===== src/rtl/kbs_pkg.sv =====
// Shared types, constants and helper functions for the kinematic bicycle step core.
package kbs_pkg;

  localparam int CORDIC_ITERATIONS = 16;

  typedef logic signed [15:0] ang_t;
  typedef logic signed [33:0] cq_t;

  localparam ang_t ANG_PI = 16'sd25736;
  localparam logic signed [16:0] ANG_TWO_PI = 17'sd51472;
  localparam cq_t Q30_PI = 34'sd3373259426;
  localparam cq_t Q30_HALF_PI = 34'sd1686629713;
  localparam cq_t Q30_GAIN = 34'sd652032874;

  localparam cq_t ATAN_TAB [32] = '{
    34'sd843314857, 34'sd497837829, 34'sd263043837, 34'sd133525159, 34'sd67021687,
    34'sd33543516, 34'sd16775851, 34'sd8388437, 34'sd4194283, 34'sd2097149,
    34'sd1048576, 34'sd524288, 34'sd262144, 34'sd131072, 34'sd65536, 34'sd32768,
    34'sd16384, 34'sd8192, 34'sd4096, 34'sd2048, 34'sd1024, 34'sd512, 34'sd256,
    34'sd128, 34'sd64, 34'sd32, 34'sd16, 34'sd8, 34'sd4, 34'sd2, 34'sd1, 34'sd0
  };

  localparam logic [2:0] REG_STEP_TIME   = 3'd0;
  localparam logic [2:0] REG_WHEEL_BASE  = 3'd1;
  localparam logic [2:0] REG_STEER_LIMIT = 3'd2;
  localparam logic [2:0] REG_SPEED_UPPER = 3'd3;
  localparam logic [2:0] REG_SPEED_LOWER = 3'd4;
  localparam logic [2:0] REG_ACCEL_MODE  = 3'd5;

  localparam logic [3:0] OP_NONE      = 4'd0;
  localparam logic [3:0] OP_LOAD      = 4'd1;
  localparam logic [3:0] OP_TAN       = 4'd2;
  localparam logic [3:0] OP_SPEED_CMD = 4'd3;
  localparam logic [3:0] OP_SS        = 4'd4;
  localparam logic [3:0] OP_HIGH      = 4'd5;
  localparam logic [3:0] OP_XL        = 4'd6;
  localparam logic [3:0] OP_YL        = 4'd7;
  localparam logic [3:0] OP_NUM       = 4'd8;
  localparam logic [3:0] OP_DEN       = 4'd9;
  localparam logic [3:0] OP_HEAD      = 4'd10;
  localparam logic [3:0] OP_ACC_UPD   = 4'd11;
  localparam logic [3:0] OP_VX        = 4'd12;
  localparam logic [3:0] OP_VY        = 4'd13;
  localparam logic [3:0] OP_YNUM      = 4'd14;
  localparam logic [3:0] OP_YDEN      = 4'd15;

  localparam logic [3:0] M_NONE   = 4'd0;
  localparam logic [3:0] M_SS     = 4'd1;
  localparam logic [3:0] M_SS_CH  = 4'd2;
  localparam logic [3:0] M_SS_CL  = 4'd3;
  localparam logic [3:0] M_SS_SH  = 4'd4;
  localparam logic [3:0] M_SS_SL  = 4'd5;
  localparam logic [3:0] M_SS_TS  = 4'd6;
  localparam logic [3:0] M_WB_TC  = 4'd7;
  localparam logic [3:0] M_ACC_ST = 4'd8;
  localparam logic [3:0] M_SPD_C  = 4'd9;
  localparam logic [3:0] M_SPD_S  = 4'd10;
  localparam logic [3:0] M_SPD_TS = 4'd11;

  typedef struct packed {
    logic [15:0]        step_time;
    logic [15:0]        wheel_base;
    logic [13:0]        steer_limit;
    logic signed [15:0] speed_upper;
    logic signed [15:0] speed_lower;
    logic               accel_mode;
  } cfg_t;

  typedef struct packed {
    logic [3:0] op;
    logic [3:0] msel;
    logic       cord_start;
    logic       cord_head;
    logic       div_start;
    logic       div_yaw;
    logic       out_load;
  } cmd_t;

  typedef struct packed {
    logic cord_done;
    logic div_done;
  } stat_t;

  function automatic logic signed [15:0] clamp_speed(logic signed [17:0] v,
                                                     logic signed [15:0] up,
                                                     logic signed [15:0] lo);
    logic signed [15:0] r;
    if (v >= 18'(up)) begin
      r = up;
    end else if (v <= 18'(lo)) begin
      r = lo;
    end else begin
      r = v[15:0];
    end
    return r;
  endfunction

  function automatic logic signed [15:0] sat16(logic signed [21:0] v);
    logic signed [15:0] r;
    if (v > 22'sd32767) begin
      r = 16'sh7fff;
    end else if (v < -22'sd32768) begin
      r = 16'sh8000;
    end else begin
      r = v[15:0];
    end
    return r;
  endfunction

endpackage


===== src/rtl/kbs_if.sv =====
// Stream interfaces for the tick commands and the pose results.
interface kbs_tick_if;
  logic               valid;
  logic               ready;
  logic signed [15:0] steer_cmd;
  logic signed [15:0] speed_cmd;
  logic signed [15:0] accel_cmd;
  modport source (output valid, steer_cmd, speed_cmd, accel_cmd, input ready);
  modport sink (input valid, steer_cmd, speed_cmd, accel_cmd, output ready);
endinterface

interface kbs_pose_if;
  logic               valid;
  logic               ready;
  logic signed [47:0] pos_x;
  logic signed [47:0] pos_y;
  logic signed [15:0] heading_out;
  logic signed [15:0] speed_out;
  logic signed [15:0] vel_x;
  logic signed [15:0] vel_y;
  logic signed [15:0] yaw_rate;
  modport source (output valid, pos_x, pos_y, heading_out, speed_out, vel_x, vel_y,
                  yaw_rate, input ready);
  modport sink (input valid, pos_x, pos_y, heading_out, speed_out, vel_x, vel_y,
                yaw_rate, output ready);
endinterface


===== src/rtl/kbs_cordic.sv =====
// Iterative rotation-mode CORDIC giving Q30 cosine and sine of an angle.
module kbs_cordic (
  input  logic          clk,
  input  logic          rst,
  input  logic          start,
  input  kbs_pkg::ang_t angle,
  output logic          done,
  output kbs_pkg::cq_t  cos_q,
  output kbs_pkg::cq_t  sin_q
);
  import kbs_pkg::*;

  cq_t x, y, z;
  cq_t z0, z_fold, dx, dy, x_it, y_it, z_it;
  logic flip, flip0, busy, last;
  logic [4:0] k;

  always_comb begin
    z0 = {angle[15], angle, 17'b0};
    z_fold = z0;
    flip0 = 1'b0;
    if (z0 > Q30_HALF_PI) begin
      z_fold = z0 - Q30_PI;
      flip0 = 1'b1;
    end else if (z0 < -Q30_HALF_PI) begin
      z_fold = z0 + Q30_PI;
      flip0 = 1'b1;
    end
    dx = y >>> k;
    dy = x >>> k;
    if (z >= 0) begin
      x_it = x - dx;
      y_it = y + dy;
      z_it = z - ATAN_TAB[k];
    end else begin
      x_it = x + dx;
      y_it = y - dy;
      z_it = z + ATAN_TAB[k];
    end
    last = (k == 5'(CORDIC_ITERATIONS - 1));
  end

  always_ff @(posedge clk) begin
    if (rst) begin
      busy <= 1'b0;
      done <= 1'b0;
    end else begin
      done <= 1'b0;
      if (start) begin
        x <= Q30_GAIN;
        y <= '0;
        z <= z_fold;
        flip <= flip0;
        k <= '0;
        busy <= 1'b1;
      end else if (busy) begin
        x <= (last && flip) ? -x_it : x_it;
        y <= (last && flip) ? -y_it : y_it;
        z <= z_it;
        k <= k + 5'd1;
        if (last) begin
          busy <= 1'b0;
          done <= 1'b1;
        end
      end
    end
  end

  assign cos_q = x;
  assign sin_q = y;
endmodule


===== src/rtl/kbs_divider.sv =====
// Restoring divider with a saturated 16-bit signed quotient, truncated toward zero.
module kbs_divider (
  input  logic               clk,
  input  logic               rst,
  input  logic               start,
  input  logic signed [51:0] num,
  input  logic signed [39:0] den,
  input  logic [15:0]        lim_pos,
  input  logic [15:0]        lim_neg,
  output logic               done,
  output logic signed [15:0] quot
);
  logic [51:0] un_c;
  logic [39:0] ud_c;
  logic [56:0] rem, dsh;
  logic [39:0] ud;
  logic [16:0] qa;
  logic [15:0] lim, qm;
  logic [4:0]  i;
  logic        neg, zero, ovf, busy, take;

  always_comb begin
    un_c = num[51] ? 52'(-num) : 52'(num);
    ud_c = den[39] ? 40'(-den) : 40'(den);
    dsh = 57'(ud) << i;
    take = (rem >= dsh);
    if (ovf || (qa > {1'b0, lim})) begin
      qm = lim;
    end else begin
      qm = qa[15:0];
    end
    if (zero) begin
      quot = '0;
    end else if (neg) begin
      quot = -qm;
    end else begin
      quot = qm;
    end
  end

  always_ff @(posedge clk) begin
    if (rst) begin
      busy <= 1'b0;
      done <= 1'b0;
    end else begin
      done <= 1'b0;
      if (start) begin
        rem <= 57'(un_c);
        ud <= ud_c;
        neg <= num[51] != den[39];
        lim <= (num[51] != den[39]) ? lim_neg : lim_pos;
        zero <= (num == '0);
        ovf <= (ud_c == '0) || ((un_c >> 17) >= 52'(ud_c));
        qa <= '0;
        i <= 5'd16;
        busy <= 1'b1;
      end else if (busy) begin
        if (take) begin
          rem <= rem - dsh;
        end
        qa <= {qa[15:0], take};
        i <= i - 5'd1;
        if (i == 5'd0) begin
          busy <= 1'b0;
          done <= 1'b1;
        end
      end
    end
  end
endmodule


===== src/rtl/kbs_datapath.sv =====
// Datapath: vehicle state, shared multiplier, CORDIC and divider, result registers.
module kbs_datapath (
  input  logic               clk,
  input  logic               rst,
  input  kbs_pkg::cmd_t      cmd,
  input  kbs_pkg::cfg_t      cfg,
  input  logic signed [15:0] steer_cmd,
  input  logic signed [15:0] speed_cmd,
  input  logic signed [15:0] accel_cmd,
  output kbs_pkg::stat_t     stat,
  output logic signed [47:0] pos_x,
  output logic signed [47:0] pos_y,
  output logic signed [15:0] heading_out,
  output logic signed [15:0] speed_out,
  output logic signed [15:0] vel_x,
  output logic signed [15:0] vel_y,
  output logic signed [15:0] yaw_rate
);
  import kbs_pkg::*;

  logic signed [47:0] x_pos, y_pos;
  ang_t heading, speed, steer, vcmd, acmd, vx, vy, steer_c, quot;
  logic signed [17:0] ts, tc, mb, dv, vsum;
  logic signed [33:0] ss, ma;
  logic signed [51:0] mp, num;
  logic signed [39:0] den;
  logic signed [63:0] acc, rsum;
  logic signed [34:0] tsum, csum;
  logic signed [16:0] lim17, d17, hsum;
  logic signed [51:0] vr;
  cq_t c, s;

  kbs_cordic u_cordic (
    .clk(clk), .rst(rst), .start(cmd.cord_start),
    .angle(cmd.cord_head ? heading : steer),
    .done(stat.cord_done), .cos_q(c), .sin_q(s)
  );

  kbs_divider u_divider (
    .clk(clk), .rst(rst), .start(cmd.div_start), .num(num), .den(den),
    .lim_pos(cmd.div_yaw ? 16'd32767 : 16'(ANG_PI)),
    .lim_neg(cmd.div_yaw ? 16'd32768 : 16'(ANG_PI)),
    .done(stat.div_done), .quot(quot)
  );

  always_comb begin
    lim17 = {3'b0, cfg.steer_limit};
    d17 = 17'(steer_cmd);
    if (d17 >= lim17) begin
      steer_c = lim17[15:0];
    end else if (d17 <= -lim17) begin
      steer_c = 16'(-lim17);
    end else begin
      steer_c = steer_cmd;
    end
    unique case (cmd.msel)
      M_SS:     begin ma = 34'(speed); mb = {2'b0, cfg.step_time}; end
      M_SS_CH:  begin ma = ss; mb = {c[33], c[33:17]}; end
      M_SS_CL:  begin ma = ss; mb = {1'b0, c[16:0]}; end
      M_SS_SH:  begin ma = ss; mb = {s[33], s[33:17]}; end
      M_SS_SL:  begin ma = ss; mb = {1'b0, s[16:0]}; end
      M_SS_TS:  begin ma = ss; mb = ts; end
      M_WB_TC:  begin ma = {18'b0, cfg.wheel_base}; mb = tc; end
      M_ACC_ST: begin ma = 34'(acmd); mb = {2'b0, cfg.step_time}; end
      M_SPD_C:  begin ma = c; mb = 18'(speed); end
      M_SPD_S:  begin ma = s; mb = 18'(speed); end
      M_SPD_TS: begin ma = 34'(speed); mb = ts; end
      default:  begin ma = '0; mb = '0; end
    endcase
    tsum = 35'(s) + 35'sd8192;
    csum = 35'(c) + 35'sd8192;
    rsum = acc + 64'(mp) + (64'sd1 <<< 39);
    hsum = 17'(heading) + 17'(quot);
    dv = 18'((signed'(mp[33:0]) + 34'sd32768) >>> 16);
    vsum = 18'(speed) + dv;
    vr = mp + (52'sd1 <<< 29);
  end

  always_ff @(posedge clk) begin
    mp <= ma * mb;
    if (rst) begin
      x_pos <= '0;
      y_pos <= '0;
      heading <= ANG_PI;
      speed <= '0;
    end else begin
      unique case (cmd.op)
        OP_LOAD: begin
          steer <= steer_c;
          vcmd <= speed_cmd;
          acmd <= accel_cmd;
        end
        OP_TAN: begin
          ts <= tsum[31:14];
          tc <= csum[31:14];
        end
        OP_SPEED_CMD: speed <= clamp_speed(18'(vcmd), cfg.speed_upper, cfg.speed_lower);
        OP_SS:   ss <= mp[33:0];
        OP_HIGH: acc <= 64'(mp) <<< 17;
        OP_XL:   x_pos <= x_pos + {{24{rsum[63]}}, rsum[63:40]};
        OP_YL:   y_pos <= y_pos + {{24{rsum[63]}}, rsum[63:40]};
        OP_NUM:  num <= mp;
        OP_DEN:  den <= {mp[36:0], 3'b0};
        OP_HEAD: begin
          if (hsum > 17'(ANG_PI)) begin
            heading <= 16'(hsum - ANG_TWO_PI);
          end else if (hsum < -17'(ANG_PI)) begin
            heading <= 16'(hsum + ANG_TWO_PI);
          end else begin
            heading <= hsum[15:0];
          end
        end
        OP_ACC_UPD: speed <= clamp_speed(vsum, cfg.speed_upper, cfg.speed_lower);
        OP_VX:   vx <= sat16(vr[51:30]);
        OP_VY:   vy <= sat16(vr[51:30]);
        OP_YNUM: num <= {mp[41:0], 10'b0};
        OP_YDEN: den <= 40'(mp);
        default: ;
      endcase
    end
    if (cmd.out_load) begin
      pos_x <= x_pos;
      pos_y <= y_pos;
      heading_out <= heading;
      speed_out <= speed;
      vel_x <= vx;
      vel_y <= vy;
      yaw_rate <= quot;
    end
  end
endmodule


===== src/rtl/kbs_ctrl.sv =====
// Controller state machine sequencing one simulation tick through the datapath.
module kbs_ctrl (
  input  logic           clk,
  input  logic           rst,
  input  logic           in_valid,
  output logic           in_ready,
  output logic           out_valid,
  input  logic           out_ready,
  input  logic           accel_mode,
  input  kbs_pkg::stat_t stat,
  output kbs_pkg::cmd_t  cmd
);
  import kbs_pkg::*;

  localparam logic [4:0] S_IDLE = 5'd0,  S_CS  = 5'd1,  S_CSW = 5'd2,  S_SPD = 5'd3,
                         S_ADV  = 5'd4,  S_ADVW = 5'd5, S_A1  = 5'd6,  S_A2  = 5'd7,
                         S_A3   = 5'd8,  S_A4  = 5'd9,  S_A5  = 5'd10, S_A6  = 5'd11,
                         S_A7   = 5'd12, S_A8  = 5'd13, S_A9  = 5'd14, S_A10 = 5'd15,
                         S_B1   = 5'd16, S_B2  = 5'd17, S_C   = 5'd18, S_CW  = 5'd19,
                         S_C1   = 5'd20, S_C2  = 5'd21, S_C3  = 5'd22, S_C4  = 5'd23,
                         S_C5   = 5'd24, S_C6  = 5'd25, S_FIN = 5'd26;

  logic [4:0] state, state_next;
  logic fin_fire;

  assign in_ready = (state == S_IDLE);
  assign fin_fire = (state == S_FIN) && (!out_valid || out_ready);

  always_comb begin
    state_next = state;
    cmd = '0;
    unique case (state)
      S_IDLE: begin
        if (in_valid) begin
          cmd.op = OP_LOAD;
          state_next = S_CS;
        end
      end
      S_CS: begin
        cmd.cord_start = 1'b1;
        state_next = S_CSW;
      end
      S_CSW: begin
        if (stat.cord_done) begin
          cmd.op = OP_TAN;
          state_next = accel_mode ? S_ADV : S_SPD;
        end
      end
      S_SPD: begin
        cmd.op = OP_SPEED_CMD;
        state_next = S_ADV;
      end
      S_ADV: begin
        cmd.cord_start = 1'b1;
        cmd.cord_head = 1'b1;
        state_next = S_ADVW;
      end
      S_ADVW: begin
        if (stat.cord_done) begin
          cmd.msel = M_SS;
          state_next = S_A1;
        end
      end
      S_A1: begin cmd.op = OP_SS; state_next = S_A2; end
      S_A2: begin cmd.msel = M_SS_CH; state_next = S_A3; end
      S_A3: begin cmd.op = OP_HIGH; cmd.msel = M_SS_CL; state_next = S_A4; end
      S_A4: begin cmd.op = OP_XL; cmd.msel = M_SS_SH; state_next = S_A5; end
      S_A5: begin cmd.op = OP_HIGH; cmd.msel = M_SS_SL; state_next = S_A6; end
      S_A6: begin cmd.op = OP_YL; cmd.msel = M_SS_TS; state_next = S_A7; end
      S_A7: begin cmd.op = OP_NUM; cmd.msel = M_WB_TC; state_next = S_A8; end
      S_A8: begin cmd.op = OP_DEN; state_next = S_A9; end
      S_A9: begin cmd.div_start = 1'b1; state_next = S_A10; end
      S_A10: begin
        if (stat.div_done) begin
          cmd.op = OP_HEAD;
          state_next = accel_mode ? S_B1 : S_C;
        end
      end
      S_B1: begin cmd.msel = M_ACC_ST; state_next = S_B2; end
      S_B2: begin cmd.op = OP_ACC_UPD; state_next = S_C; end
      S_C: begin
        cmd.cord_start = 1'b1;
        cmd.cord_head = 1'b1;
        state_next = S_CW;
      end
      S_CW: begin
        if (stat.cord_done) begin
          cmd.msel = M_SPD_C;
          state_next = S_C1;
        end
      end
      S_C1: begin cmd.op = OP_VX; cmd.msel = M_SPD_S; state_next = S_C2; end
      S_C2: begin cmd.op = OP_VY; cmd.msel = M_SPD_TS; state_next = S_C3; end
      S_C3: begin cmd.op = OP_YNUM; cmd.msel = M_WB_TC; state_next = S_C4; end
      S_C4: begin cmd.op = OP_YDEN; state_next = S_C5; end
      S_C5: begin cmd.div_start = 1'b1; cmd.div_yaw = 1'b1; state_next = S_C6; end
      S_C6: begin
        if (stat.div_done) begin
          state_next = S_FIN;
        end
      end
      S_FIN: begin
        if (fin_fire) begin
          cmd.out_load = 1'b1;
          state_next = S_IDLE;
        end
      end
      default: state_next = S_IDLE;
    endcase
  end

  always_ff @(posedge clk) begin
    if (rst) begin
      state <= S_IDLE;
      out_valid <= 1'b0;
    end else begin
      state <= state_next;
      if (fin_fire) begin
        out_valid <= 1'b1;
      end else if (out_ready) begin
        out_valid <= 1'b0;
      end
    end
  end
endmodule


===== src/rtl/kinematic_bicycle_step_core.sv =====
// Top level of the kinematic bicycle step core with its APB register file.
// Each tick transaction advances the vehicle by one Euler step and yields one pose
// transaction. A tick makes three passes through the shared CORDIC unit (steering,
// old heading, new heading), two through the 17-step divider (heading increment,
// yaw rate) and the multiply steps between them. Ticks are processed one at a time,
// so a new tick is accepted only once the previous one is finished; it is accepted
// while the previous pose still waits in the output register.
module kinematic_bicycle_step_core (
  input  logic        clk,
  input  logic        rst,
  kbs_tick_if.sink    tick,
  kbs_pose_if.source  pose,
  input  logic        psel,
  input  logic        penable,
  input  logic        pwrite,
  input  logic [4:0]  paddr,
  input  logic [31:0] pwdata,
  output logic [31:0] prdata,
  output logic        pready
);
  import kbs_pkg::*;

  cfg_t  cfg;
  cmd_t  cmd;
  stat_t stat;
  logic [2:0] idx;

  assign pready = 1'b1;
  assign idx = paddr[4:2];

  always_ff @(posedge clk) begin
    if (rst) begin
      cfg.step_time <= 16'd655;
      cfg.wheel_base <= 16'd2560;
      cfg.steer_limit <= 14'd6434;
      cfg.speed_upper <= 16'sd15645;
      cfg.speed_lower <= -16'sd5688;
      cfg.accel_mode <= 1'b0;
    end else if (psel && penable && pwrite) begin
      unique case (idx)
        REG_STEP_TIME:   cfg.step_time <= pwdata[15:0];
        REG_WHEEL_BASE:  cfg.wheel_base <= pwdata[15:0];
        REG_STEER_LIMIT: cfg.steer_limit <= pwdata[13:0];
        REG_SPEED_UPPER: cfg.speed_upper <= pwdata[15:0];
        REG_SPEED_LOWER: cfg.speed_lower <= pwdata[15:0];
        REG_ACCEL_MODE:  cfg.accel_mode <= pwdata[0];
        default: ;
      endcase
    end
  end

  always_comb begin
    unique case (idx)
      REG_STEP_TIME:   prdata = {16'b0, cfg.step_time};
      REG_WHEEL_BASE:  prdata = {16'b0, cfg.wheel_base};
      REG_STEER_LIMIT: prdata = {18'b0, cfg.steer_limit};
      REG_SPEED_UPPER: prdata = 32'(cfg.speed_upper);
      REG_SPEED_LOWER: prdata = 32'(cfg.speed_lower);
      REG_ACCEL_MODE:  prdata = {31'b0, cfg.accel_mode};
      default:         prdata = '0;
    endcase
  end

  kbs_ctrl u_ctrl (
    .clk(clk), .rst(rst), .in_valid(tick.valid), .in_ready(tick.ready),
    .out_valid(pose.valid), .out_ready(pose.ready), .accel_mode(cfg.accel_mode),
    .stat(stat), .cmd(cmd)
  );

  kbs_datapath u_datapath (
    .clk(clk), .rst(rst), .cmd(cmd), .cfg(cfg),
    .steer_cmd(tick.steer_cmd), .speed_cmd(tick.speed_cmd), .accel_cmd(tick.accel_cmd),
    .stat(stat), .pos_x(pose.pos_x), .pos_y(pose.pos_y),
    .heading_out(pose.heading_out), .speed_out(pose.speed_out),
    .vel_x(pose.vel_x), .vel_y(pose.vel_y), .yaw_rate(pose.yaw_rate)
  );
endmodule


===== src/flat_wrapper.sv =====
// flat-port wrapper written by rule: the top's interface ports become plain ports
module kinematic_bicycle_step_core_flat import kbs_pkg::*;
  (clk, rst, psel, penable, pwrite, paddr, pwdata, prdata, pready, tick_valid, tick_steer_cmd, tick_speed_cmd, tick_accel_cmd, tick_ready, pose_valid, pose_pos_x, pose_pos_y, pose_heading_out, pose_speed_out, pose_vel_x, pose_vel_y, pose_yaw_rate, pose_ready);
  kbs_tick_if tick_i ();
  kbs_pose_if pose_i ();
  input  logic clk;
  input  logic rst;
  input  logic psel;
  input  logic penable;
  input  logic pwrite;
  input  logic [4:0] paddr;
  input  logic [31:0] pwdata;
  output logic [31:0] prdata;
  output logic pready;
  input wire logic [$bits(tick_i.valid)-1:0] tick_valid;
  input wire logic [$bits(tick_i.steer_cmd)-1:0] tick_steer_cmd;
  input wire logic [$bits(tick_i.speed_cmd)-1:0] tick_speed_cmd;
  input wire logic [$bits(tick_i.accel_cmd)-1:0] tick_accel_cmd;
  output wire logic [$bits(tick_i.ready)-1:0] tick_ready;
  output wire logic [$bits(pose_i.valid)-1:0] pose_valid;
  output wire logic [$bits(pose_i.pos_x)-1:0] pose_pos_x;
  output wire logic [$bits(pose_i.pos_y)-1:0] pose_pos_y;
  output wire logic [$bits(pose_i.heading_out)-1:0] pose_heading_out;
  output wire logic [$bits(pose_i.speed_out)-1:0] pose_speed_out;
  output wire logic [$bits(pose_i.vel_x)-1:0] pose_vel_x;
  output wire logic [$bits(pose_i.vel_y)-1:0] pose_vel_y;
  output wire logic [$bits(pose_i.yaw_rate)-1:0] pose_yaw_rate;
  input wire logic [$bits(pose_i.ready)-1:0] pose_ready;
  assign tick_i.valid = tick_valid;
  assign tick_i.steer_cmd = tick_steer_cmd;
  assign tick_i.speed_cmd = tick_speed_cmd;
  assign tick_i.accel_cmd = tick_accel_cmd;
  assign tick_ready = tick_i.ready;
  assign pose_valid = pose_i.valid;
  assign pose_pos_x = pose_i.pos_x;
  assign pose_pos_y = pose_i.pos_y;
  assign pose_heading_out = pose_i.heading_out;
  assign pose_speed_out = pose_i.speed_out;
  assign pose_vel_x = pose_i.vel_x;
  assign pose_vel_y = pose_i.vel_y;
  assign pose_yaw_rate = pose_i.yaw_rate;
  assign pose_i.ready = pose_ready;
  kinematic_bicycle_step_core u_core (.clk(clk), .rst(rst), .tick(tick_i), .pose(pose_i), .psel(psel), .penable(penable), .pwrite(pwrite), .paddr(paddr), .pwdata(pwdata), .prdata(prdata), .pready(pready));
endmodule

===== config.mk =====
export PLATFORM = sky130hd
export DESIGN_NAME = kinematic_bicycle_step_core_flat
export DESIGN_NICKNAME = d
export VERILOG_FILES = /design/src/rtl/kbs_pkg.sv /design/src/rtl/kbs_if.sv /design/src/rtl/kbs_cordic.sv /design/src/rtl/kbs_divider.sv /design/src/rtl/kbs_datapath.sv /design/src/rtl/kbs_ctrl.sv /design/src/rtl/kinematic_bicycle_step_core.sv /design/src/flat_wrapper.sv
export SDC_FILE = /design/constraint.sdc
export NUM_CORES = 2
export LEC_CHECK = 0
export ABC_AREA = 1
export BUFFER_PORTS_ARGS = -buffer_cell sky130_fd_sc_hd__buf_2
export CAP_MARGIN = 40
export CORE_AREA = 2 2 492 494
export DETAILED_ROUTE_END_ITERATION = 7
export DIE_AREA = 0 0 494 496
export PLACE_DENSITY = 0.61
export SLEW_MARGIN = 20
export SYNTH_ARGS = -nofsm -noshare
export SYNTH_HDL_FRONTEND = slang
export SYNTH_SLANG_ARGS = --single-unit

===== constraint.sdc =====
create_clock -name clk -period 22.4 [get_ports clk]
set_input_delay 4.48 -clock clk [delete_from_list [all_inputs] [get_ports clk]]
set_output_delay 4.48 -clock clk [all_outputs]
set_load 0.01 [all_outputs]

==> flow_metrics.env <==
export IMPL_r2r_cells=35
export IMPL_worstSetupPathType="input port to primary output"
export IMPL_postSynthCellCount=13300
export IMPL_vias_per_cell=5.40
export IMPL_synth_area_mux_share_pct=0.215
export IMPL_synth_common_cells="nand2_1 (3126), inv_1 (2180), nor2_1 (1250)"
export IMPL_timing_final_crit_share_pct=47.6
export IMPL_synth_xor_area_share_pct=4.31
export IMPL_cts_sinks=967
export IMPL_whs_endpoint="u_core.u_datapath.vel_y[15]"
export IMPL_reg2reg_from="u_core.u_ctrl.state[4]"
export IMPL_cts_root_buf="clkbuf_16"
export IMPL_yosys_warnings=0
export IMPL_crit_start="paddr[3]"
export IMPL_maxSlewHeadroom_pct=35.0
export IMPL_area_growth_pct=9.24
export IMPL_synth_seq_area_share_pct=26.9
export IMPL_drc=0
export IMPL_ys_ff_latch=967
export IMPL_synth_area_leader_cell="edfxtp_1"
export IMPL_setup_viol=0
export IMPL_cts_path_max_buffers=3
export IMPL_ys_top_cells_by_area="edfxtp_1 (21%), fa_1 (12%), nand2_1 (12%)"
export IMPL_start_kind="input port"
export IMPL_drt_iter0_markers=8034
export IMPL_synth_simple_gate_area_share_pct=23.6
export IMPL_insertion_delay_ns=0.83
export IMPL_numCtsBuffers=115
export IMPL_core_area_um2=240000
export IMPL_max_cap_viol_count=0
export IMPL_r2r_slack_ns=11.78
export IMPL_yosysMostFrequentCell="nand2_1"
export IMPL_syn_nets=14700
export IMPL_worstPathRequired_ns=17.92
export IMPL_rsz0062_at_grt="false"
export IMPL_final_setup_tns_ns=0
export IMPL_overflow=0
export IMPL_fmax_mhz=93.8
export IMPL_wl_per_cell_um=21.0
export IMPL_drt_total_wl_um=351000
export IMPL_reg2reg_to="u_core.u_datapath.mp[50]"
export IMPL_tightest_slew_ns=0.968
export IMPL_fin_skew_ns=0.115
export IMPL_report_final_slew_viol_count=0
export IMPL_synth_adder_area_share_pct=20.8
export IMPL_synth_edf_count=698
export IMPL_die_w_um=494
export IMPL_min_period_ns=10.66
export IMPL_synth_main_ff_cell="edfxtp_1"
export IMPL_postSynth_asyncResetShare_pct=0
export IMPL_min_from="u_core.u_datapath.vy[15]"
export IMPL_syn_area_per_cell_um2=7.35
export IMPL_cp_end_kind="primary output"
export IMPL_hpwl_um=280000
export IMPL_critPathSlowestCell="o221ai_1"
export IMPL_port_buffers=283
export IMPL_drive_above_1_share_pct=5.95
export IMPL_status="completed"
export IMPL_ctsResizeCount=0
export IMPL_peakVddDrop_v=0.000202
export IMPL_syn_cell_area_um2=97800
export IMPL_arrival_ns=6.18
export IMPL_htreeDepth=3
export IMPL_hold_buffers=0
export IMPL_grt_pass1_vias=86300
export IMPL_crit_fanout=13
export IMPL_floorplan_rows=180
export IMPL_start_util_pct=40.8
export IMPL_chipHeight_um=496
export IMPL_pin_count=303
export IMPL_pwr_density_cell_nw_per_um2=104
export IMPL_place_gp_congestion=0.987
export IMPL_cts_tree="done"
export IMPL_crit_path_cell_trace="buf_2 > inv_1 > nor3_1 > inv_1 > o221ai_1 > buf_2"
export IMPL_antenna_found_initial=13
export IMPL_hold_violations=0
export IMPL_synth_top_family_by_area="simple AND/OR/NAND/NOR gates"
export IMPL_final_cells=16700
export IMPL_place_inst=16500
export IMPL_p_leak_uw=0.0506
export IMPL_num_vias=90300
export IMPL_post_cts_setup_buffer_count=0
export IMPL_worstHoldPathType="flip-flop to flip-flop"
export IMPL_synth_top_area_share_pct=21.4
export IMPL_holdPathStages=0
export IMPL_grt_use_total_pct=28.0
export IMPL_path_clk_slew_ns=0.06
export IMPL_cp_slowest_stage_delay_ns=0.50
export IMPL_grt_max_degree=77
export IMPL_fin_nets=14800
export IMPL_synthDistinctLibCells=80
export IMPL_grt_pass1_wl_um=526000
export IMPL_synth_compound_area_share_pct=13.6
export IMPL_ant_nets=0
export IMPL_dieArea_um2=245000
export IMPL_drtPass1Iterations=8
[where the power goes]
group | internal (uW) | total [uW] | switching, uW
combinational | 2040 | 6620 | 4580
clock | 1140 | 2010 | 866
sequential | 2240 | 2530 | 289
total | 5420 | 11200 | 5730
[worst max path at each step]
stage | slack, ns | cells after the start | to
after floorplan | 9.86 | 2 | u_core.u_datapath.heading_out[0]
after global placement | 11.50 | 6 | prdata[15]
after detailed placement | 11.84 | 6 | prdata[12]
after CTS | 11.83 | 36 | u_core.u_datapath.mp[50]
after global routing | 10.93 | 36 | u_core.u_datapath.mp[50]
final | 11.74 | 6 | prdata[6]
[flip-flops by register name, summed over array words and instances, names as in the netlist, 40 cells and up]
name / flops
u_core.u_datapath.y_pos: 48
u_core.u_datapath.den: 40
u_core.u_datapath.num: 52
u_core.u_datapath.mp: 52
u_core.u_datapath.acc: 47
u_core.u_datapath.u_divider.ud: 40
u_core.u_datapath.u_divider.rem: 57
u_core.cfg: 79
u_core.u_datapath.pos_x: 48
u_core.u_datapath.x_pos: 48
u_core.u_datapath.pos_y: 48
[kinds of logic after synthesis]
logic type / after synthesis
and+or+nand+nor: 5575
buffers and inverters: 2650
AOI/OAI and AO/OA: 2339
adders and majority gates: 1269
DFF: 967
xor gates and xnor gates: 479
muxes: 21
other: 1
[layout make-up]
class                   instances  area, um^2
clock buffers                 134        3110
diodes                          8        20.0
clock inverters                85         922
inverters                    2246        8440
repair buffers                423        2620
well taps                    3185        3990
fillers                     24800      133000
flip-flops and latches        967       26300
multi-input cells            9684       61400
[critical path, delay by kind of cell]
| kind | cells | cell delay (ns) |
|---|---|---|
| simple gates | 1 | 0.41 |
| compound gates | 1 | 0.50 |
| buf+inv | 4 | 0.78 |
[per-stage QoR]
step / hold WS (ns) / cell area (um^2) / setup WS [ns] / utilization (%) / power [uW]
6_report: 0.415 / 107000 / 11.74 / 44.6 / 11200
5_1_grt: 0.420 / 107000 / 10.93 / 44.6 / 12100
4_1_cts: 0.413 / 107000 / 11.83 / 44.5 / 11000
3_5_place_dp: 0.405 / 103000 / 11.84 / 42.9 / 9000
3_3_place_gp: 0.402 / 102000 / 11.50 / 42.7 / 8970
2_1_floorplan: 0.400 / 97800 / 9.86 / - / 7210
[routing by layer]
metal  share of wire (%)  vias up  track usage, %
met1                  41    42600            35.5
met4                 6.6        8            16.0
li1                    -    43700               -
met3                 6.8      765            3.87
met2                  46     3289            45.9
met5               0.029        -               0
[cells in the final DEF (no fill, tap or decap), types with 269 or more instances in the layout]
cell type | netlist | layout
nand2_1 | 3126 | 3117
inv_1 | 2180 | 2178
nor2_1 | 1250 | 1238
o21ai_0 | 867 | 866
a21oi_1 | 790 | 790
edfxtp_1 | 698 | 698
nand3_1 | 687 | 687
ha_1 | 675 | 675
fa_1 | 594 | 594
xor2_1 | 353 | 353
buf_2 | 109 | 284
dfxtp_1 | 269 | 269
No activity file was read; power rests on OpenSTA's default activity.
